**config.mk**
```make
export PLATFORM = sky130hd
export DESIGN_NAME = rau_front
export DESIGN_NICKNAME = d
export VERILOG_FILES = /design/src/rtl/core/rau_pkg.sv /design/src/rtl/core/rau_front.sv
export SDC_FILE = /design/constraint.sdc
export NUM_CORES = 1
export LEC_CHECK = 0
export BUFFER_PORTS_ARGS = -buffer_cell sky130_fd_sc_hd__buf_2
export CAP_MARGIN = 25
export CORE_MARGIN = 4
export CORE_UTILIZATION = 50
export CTS_CLUSTER_SIZE = 14
export DETAILED_ROUTE_END_ITERATION = 12
export PLACE_DENSITY = 0.75
export RECOVER_POWER = 50
export SETUP_SLACK_MARGIN = 0.4
export SYNTH_ARGS = -nofsm -noshare
export SYNTH_HDL_FRONTEND = slang
export SYNTH_SLANG_ARGS = --single-unit
```
**constraint.sdc**
```tcl
create_clock -name clk -period 8.1 [get_ports clk]
set_input_delay 0.405 -clock clk [delete_from_list [all_inputs] [get_ports clk]]
set_output_delay 0.405 -clock clk [all_outputs]
set_load 0.02 [all_outputs]
```
**src/rtl/core/rau_pkg.sv**
```systemverilog
// rau_pkg: shared types, opcodes and status codes for the rational unit
// no dependencies
package rau_pkg;

	localparam int unsigned VALUE_WIDTH_DEF = 32;
	localparam int unsigned QUEUE_DEPTH = 2;

	localparam logic [2:0] OP_ADD = 3'd0;
	localparam logic [2:0] OP_SUB = 3'd1;
	localparam logic [2:0] OP_MUL = 3'd2;
	localparam logic [2:0] OP_DIV = 3'd3;
	localparam logic [2:0] OP_LT  = 3'd4;
	localparam logic [2:0] OP_EQ  = 3'd5;

	localparam logic [1:0] ST_OK   = 2'd0;
	localparam logic [1:0] ST_DIV0 = 2'd1;
	localparam logic [1:0] ST_OVF  = 2'd2;

	// request classes set by the front
	localparam logic [1:0] CLS_ARITH = 2'd0;
	localparam logic [1:0] CLS_CMP   = 2'd1;
	localparam logic [1:0] CLS_NONE  = 2'd2;
	localparam logic [1:0] CLS_ERR   = 2'd3;

	// back-end sequencer states
	typedef enum logic [2:0] {
		B_IDLE,
		B_MUL,
		B_SUM,
		B_GCD,
		B_DIV,
		B_CHECK,
		B_OUT
	} back_state_t;

endpackage

```
**src/rtl/core/rau_front.sv**
```systemverilog
// rau_front: accepts requests, sign-extends and masks operands, classifies
// depends on rau_pkg
module rau_front
	import rau_pkg::*;
#(
	parameter int unsigned VALUE_WIDTH = VALUE_WIDTH_DEF
) (
	input  logic                   clk,
	input  logic                   arst_n,
	input  logic                   in_valid,
	output logic                   in_stall,
	input  logic [2:0]             in_type,
	input  logic [31:0]            in_a_num,
	input  logic [30:0]            in_a_den,
	input  logic [31:0]            in_b_num,
	input  logic [30:0]            in_b_den,
	output logic                   q_valid,
	input  logic                   q_pop,
	output logic [2:0]             q_type,
	output logic [1:0]             q_class,
	output logic signed [32:0]     q_a_num,
	output logic signed [32:0]     q_a_den,
	output logic signed [32:0]     q_b_num,
	output logic signed [32:0]     q_b_den
);

	localparam int unsigned PW = $clog2(QUEUE_DEPTH);
	// class: arithmetic, compare, unused opcode, divide error
	localparam int unsigned EW = 3 + 2 + 4 * 33;

	logic [EW-1:0]  mem_q [QUEUE_DEPTH];
	logic [PW-1:0]  wp_q, rp_q;
	logic [PW:0]    cnt_q;
	logic           push;
	logic signed [32:0] an, ad, bn, bd;
	logic [1:0]     cls;
	logic [EW-1:0]  rd;

	// operand extraction at value width
	always_comb begin
		an = 33'(signed'(in_a_num[VALUE_WIDTH-1:0]));
		bn = 33'(signed'(in_b_num[VALUE_WIDTH-1:0]));
		ad = 33'(in_a_den[VALUE_WIDTH-2:0]);
		bd = 33'(in_b_den[VALUE_WIDTH-2:0]);
		if (in_type == OP_LT || in_type == OP_EQ) begin
			cls = CLS_CMP;
		end else if (in_type > OP_EQ) begin
			cls = CLS_NONE;
		end else if (ad == '0 || bd == '0 || (in_type == OP_DIV && bn == '0)) begin
			cls = CLS_ERR;
		end else begin
			cls = CLS_ARITH;
		end
	end

	assign in_stall = (cnt_q == (PW+1)'(QUEUE_DEPTH));
	assign push     = in_valid && !in_stall;
	assign q_valid  = (cnt_q != '0);

	// queue storage
	always_ff @(posedge clk) begin
		if (push) begin
			mem_q[wp_q] <= {in_type, cls, an, ad, bn, bd};
		end
	end

	// queue pointers
	always_ff @(posedge clk or negedge arst_n) begin
		if (!arst_n) begin
			wp_q  <= '0;
			rp_q  <= '0;
			cnt_q <= '0;
		end else begin
			if (push) begin
				wp_q <= PW'((wp_q == PW'(QUEUE_DEPTH-1)) ? 0 : wp_q + 1'b1);
			end
			if (q_pop) begin
				rp_q <= PW'((rp_q == PW'(QUEUE_DEPTH-1)) ? 0 : rp_q + 1'b1);
			end
			cnt_q <= cnt_q + (PW+1)'(push) - (PW+1)'(q_pop);
		end
	end

	assign rd = mem_q[rp_q];
	assign {q_type, q_class, q_a_num, q_a_den, q_b_num, q_b_den} = rd;

endmodule

```
==> results.md, run 1 <==
* CTS tree: built
* Post-synth ARST share at 1.50%
* Number of synthesized flops with an enable pin at 262
* Clk slew on worst S/H paths at 0.06 ns
* CP endpoint kind: flip-flop
* Min cycle time layout at 3.60 ns
* Drt wl/cell at 19.5 um
* Synth area leaders: edfxtp_1, mux2_1, dfrtp_1, nor4_1, buf_2
* H-tree levels at 1
* Avg Cell Area, Syn at 21.2 um^2
* Synth warn at 0
* Share of post-route cells with drive strength above 1 at 26.4%
* DRT iter0 DRCs at 215
* Worst Path Arrival at 3.77 ns
* Cell area after synthesis at 9950 um^2
* Most frequent cells after synthesis: edfxtp_1, mux2_1, nor4_1
* Core Area at 19500 um^2
* FP Rows at 51
* Worst slack, placed at 5.17 ns
* Yosys top cell area share at 79.1%
* Final setup viols at 0
* Yosys top cell by area: edfxtp_1
* Die Ht at 149 um
* Port Buf Inserts at 267
* Fmax at 278 MHz
* Pre-antenna DRT Iters at 4
* Max_slew headroom at -62.1%
* Worst skew pair latency at 0.52 ns
* Multi-input gate area at 1870 um^2
* Fillers at 1480
* Final Cell Area at 12300 um^2
* I/O pins at 272
* Main synth FF type: edfxtp_1
* Grt total ovfl at 0
* Tot GR Track Use at 17.5%
* Most frequent cell after synthesis: edfxtp_1
* Die area at 22200 um^2
* Final net count at 890
* Final GP Congestion at 0.784
* Vias per inst at 5.14
* Worst EP required at 8.27 ns
* Resized Gates After CTS at 0
* Area Overhead vs Synth at 23.5%
* Post-Syn Instances at 470
* Clock Tree Buf Depth at 3
* Total vias in the final route at 5332
* DP HPWL at 13.7 mm
* Outcome: finished, violations left
* TritonCTS Buffers at 26
* Dpl cells at 988
* Max Cap Viol at 2
* #FFs+latches synth at 266
* Finished Core Util at 63.0%
* Final period util at 44.4%
* Failing checks: max-capacitance violations, max-slew violations
* Setup_tns at 0 ns
* First-pass GRT wire length at 30.4 mm
* CP startpoint kind: flip-flop
* Critical path class: flip-flop to flip-flop
* # DRC at 0
* Worst Hold Class: input pin to flip-flop
* N_diodes at 0
* Worst setup margin at 4.50 ns
* Post-DP Area at 11600 um^2
* Largest net degree at the start of global routing at 80
* CP max FO at 71
* Register area at 7970 um^2
* Root Driver: clkbuf_16
* RSZ-0062 raised after global routing: false
* Yosys cell types at 29
* Final WL at 20.2 mm
* Power, Total at 4.54 mW
* Clk_skew at 0.0138 ns
* WHS at 0.0741 ns
* Post-DRT Antenna Nets at 0
* Final-report hold violation count at 0
* Final Instance Count excl. Fillers at 1037
* Maximum VDD drop at 0.000199 V
* Initial antenna violation count at 1
* Power Density at 369 nW/um^2
* Vias in the first global route at 5684
* Static leakage at 4.30 nW
* Chip width at 149 um
* Proportion of synthesized chip area in sequential cells at 80.1%
* Initial core utilization at 51.0%
* Clk sinks at 266
* Final Max Tran Viols at 90
* Slew @ Worst Pin at 2.43 ns
-- repair_timing --
action	4_1_cts	5_1_grt
setup buffers	0	0
hold endpoints to repair	4	0
hold buffers	1	0
-- worst max-delay path: stages (launching register included) --
cell and delay, ns:
dfrtp_1 0.40, nand2b_1 0.12, and3_1 1.82, buf_4 0.46, buf_16 0.33
-- sequential cells by signal, indices dropped and copies added (netlist names) --
register  flops
mem_q       262
cnt_q         2
rp_q          1
wp_q          1
-- area by class of cell --
class	instances	area share, %
clock inverters	15	0.957
flip-flops and latches	266	64.9
well taps	265	2.70
clock buffers	30	5.59
multi-input cells	183	15.2
repair buffers	275	10.6
inverters	3	0.0916
-- final timing paths --
kind	slack, ns	cells after the start	to	start
max	4.50	4	mem_q[1][102]	cnt_q[1]
min	0.07	1	mem_q[0][119]	in_a_num[24]
max reg2reg	4.50	4	mem_q[1][102]	cnt_q[1]
min reg2reg	0.52	1	cnt_q[1]	cnt_q[1]
max in group asynchronous	7.60	2	rp_q	arst_n
min in group asynchronous	0.27	2	cnt_q[0]	arst_n
-- kinds of logic (layout without fill, tap and decap cells) --
logic type                 after synthesis  count (layout)  synth area share (%)
DFF                                    266             266                  80.1
muxes                                  131             131                  14.8
and+or+nand+nor                         40              40                  2.99
buffers and inverters                   24             323                  1.31
xor gates and xnor gates                 4               4                 0.352
adders and majority gates                2               2                 0.251
AOI/OAI and AO/OA                        2               2                 0.176
other                                    1               4                0.0377
-- layer usage --
layer | vias up | track usage, % | part of all wire [%]
li1 | 2455 | - | -
met1 | 2615 | 21.3 | 38
met2 | 218 | 30.4 | 52
met3 | 42 | 4.35 | 8.2
met4 | 2 | 6.32 | 2.5
met5 | - | 0 | 0.059
-- layout by cell type (no fill, tap or decap), drive strengths merged, types with 3 or more instances in the layout --
| master | n |
|---|---|
| clkinv | 12 |
| dfrtp | 4 |
| nor4 | 20 |
| edfxtp | 262 |
| conb | 4 |
| xnor2 | 3 |
| inv | 3 |
| clkbuf | 143 |
| buf | 161 |
| nand4 | 3 |
| mux2 | 131 |
-- power by group --
| part | internal, mW | switching (mW) |
|---|---|---|
| Combinational | 0.488 | 0.913 |
| Sequential | 1.89 | 0.118 |
| Clock | 0.665 | 0.469 |
(Power assumes the default switching activity.)
==> run 2: changes to the inputs <==
- CORE_UTILIZATION: 50 -> 47
- PLACE_DENSITY: 0.75 -> 0.74
- clock period: 8.1 -> 3.3 ns (I/O delays scaled with it)
==> results.md, run 2 (same netlist as run 1, synthesis figures left out) <==
* Final Cell Area at 13700 um^2
* WHS Path Cells at 2
* H-tree levels at 1
* Power, Total at 11.4 mW
* Final GP Congestion at 0.812
* TritonCTS Buffers at 28
* Final WL at 22.7 mm
* Post-DP Area at 11600 um^2
* Power Density at 836 nW/um^2
* Bufs and invs on worst path at 1
* Core Area at 20600 um^2
* Post-DRT Antenna Nets at 0
* WP depth at 3
* Worst EP required at 3.44 ns
* Pre-antenna DRT Iters at 4
* Worst Hold Class: input pin to flip-flop
* Area Overhead vs Synth at 37.4%
* Outcome: completed
* Clk_skew at 0.00692 ns
* Total vias in the final route at 6001
* Commonest non-fill, non-tap cell in the layout: edfxtp_1
* Worst slack, placed at 1.25 ns
* Setup_tns at 0 ns
* Flip-flop count of the largest register after layout at 262
* Final Max Tran Viols at 0
* RSZ-0062 raised after global routing: false
* Static leakage at 4.86 nW
* DRT iter0 DRCs at 372
* Final-report hold violation count at 0
* Worst skew pair latency at 0.51 ns
* DP HPWL at 14.2 mm
* Max Cap Viol at 0
* Final period util at 80.3%
* Finished Core Util at 66.5%
* R2r setup slk at 0.65 ns
* Dpl cells at 996
* Critical path class: flip-flop to flip-flop
* Root Driver: clkbuf_16
* Share of post-route cells with drive strength above 1 at 22.5%
* Vias in the first global route at 6450
* Final setup viols at 0
* Crit path largest cell delay at 0.88 ns
* Drt wl/cell at 19.2 um
* Initial core utilization at 48.4%
* Max_slew headroom at 34.1%
* Slowest CP cell: clkbuf_4
* Port Buf Inserts at 267
* Largest register by flop count: mem_q
* Initial antenna violation count at 1
* Cell Chain, Critical Path: nand2b_1, and3_1, clkbuf_4
* Grt total ovfl at 0
* Clock Tree Buf Depth at 3
* Final net count at 1024
* Tot GR Track Use at 18.6%
* Crit path max-delay family: simple AND/OR/NAND/NOR gates
* Path depth of the worst reg2reg path at 3
* CP endpoint kind: flip-flop
* WHS at 0.373 ns
* Worst Path Arrival at 2.80 ns
* CP max FO at 58
* Min cycle time layout at 2.65 ns
* Commonest cells after routing, fill and taps aside: edfxtp_1, buf_2, dlygate4sd3_1
* CTS tree: built
* Chip width at 154 um
* Slew @ Worst Pin at 0.989 ns
* Clk sinks at 266
* Clk slew on worst S/H paths at 0.06 ns
* Resized Gates After CTS at 0
* CP startpoint kind: flip-flop
* Worst setup margin at 0.649 ns
* I/O pins at 272
* Die Ht at 154 um
* # DRC at 0
* FP Rows at 52
* First-pass GRT wire length at 35.4 mm
* Die area at 23600 um^2
* Vias per inst at 5.09
* Largest net degree at the start of global routing at 67
* Fmax at 377 MHz
* Biggest regs: mem_q x262, cnt_q x2
* Final Instance Count excl. Fillers at 1179
* Maximum VDD drop at 0.000512 V
run 2: cell count changes in the layout (fill, tap and decap cells not counted), sizes merged:
| cell | change |
|---|---|
| clkinvlp | +1 |
| diode | +1 |
| buf | -9 |
| dlygate4sd3 | +132 |
| inv | +1 |
| clkbuf | +11 |
run 2: layer usage:
metal	track usage (%)	part of all wire, %	vias to the layer above
li1	-	-	2725
met1	22.8	38	2946
met2	33.2	51	280
met3	4.16	7.9	50
met4	5.68	3.0	0
met5	0	0	-
run 2: layout make-up:
class | count | area (um^2)
Antenna cell | 1 | 2.50
Fill cell | 1435 | 6880
Inverter | 3 | 11.3
Clock buffer | 32 | 737
Tap cell | 270 | 338
Sequential cell | 266 | 7970
Timing Repair Buffer | 407 | 2610
Multi-Input combinational cell | 183 | 1870
Clock inverter | 17 | 138
run 2: path summary, 6_finish.rpt:
kind | from | end
min | in_a_num[9] | mem_q[0][104]
max reg2reg | cnt_q[0] | mem_q[1][58]
max in group asynchronous | arst_n | rp_q
min in group asynchronous | arst_n | cnt_q[1]
max | cnt_q[0] | mem_q[1][58]
min reg2reg | cnt_q[1] | cnt_q[1]
run 2: timing repair:
| item | 4_1_cts | 5_1_grt |
|---|---|---|
| setup buffers | 0 | 0 |
| hold endpoints to repair | 264 | 0 |
| hold buffers | 133 | 0 |
| setup endpoints to repair | 0 | 0 |
run 2: power breakdown:
part           total (mW)  switching [mW]  internal, mW  leakage (nW)
Clock                2.95            1.20          1.75         0.429
Combinational        3.60            2.32          1.28          1.96
Sequential           4.89           0.270          4.62          2.48
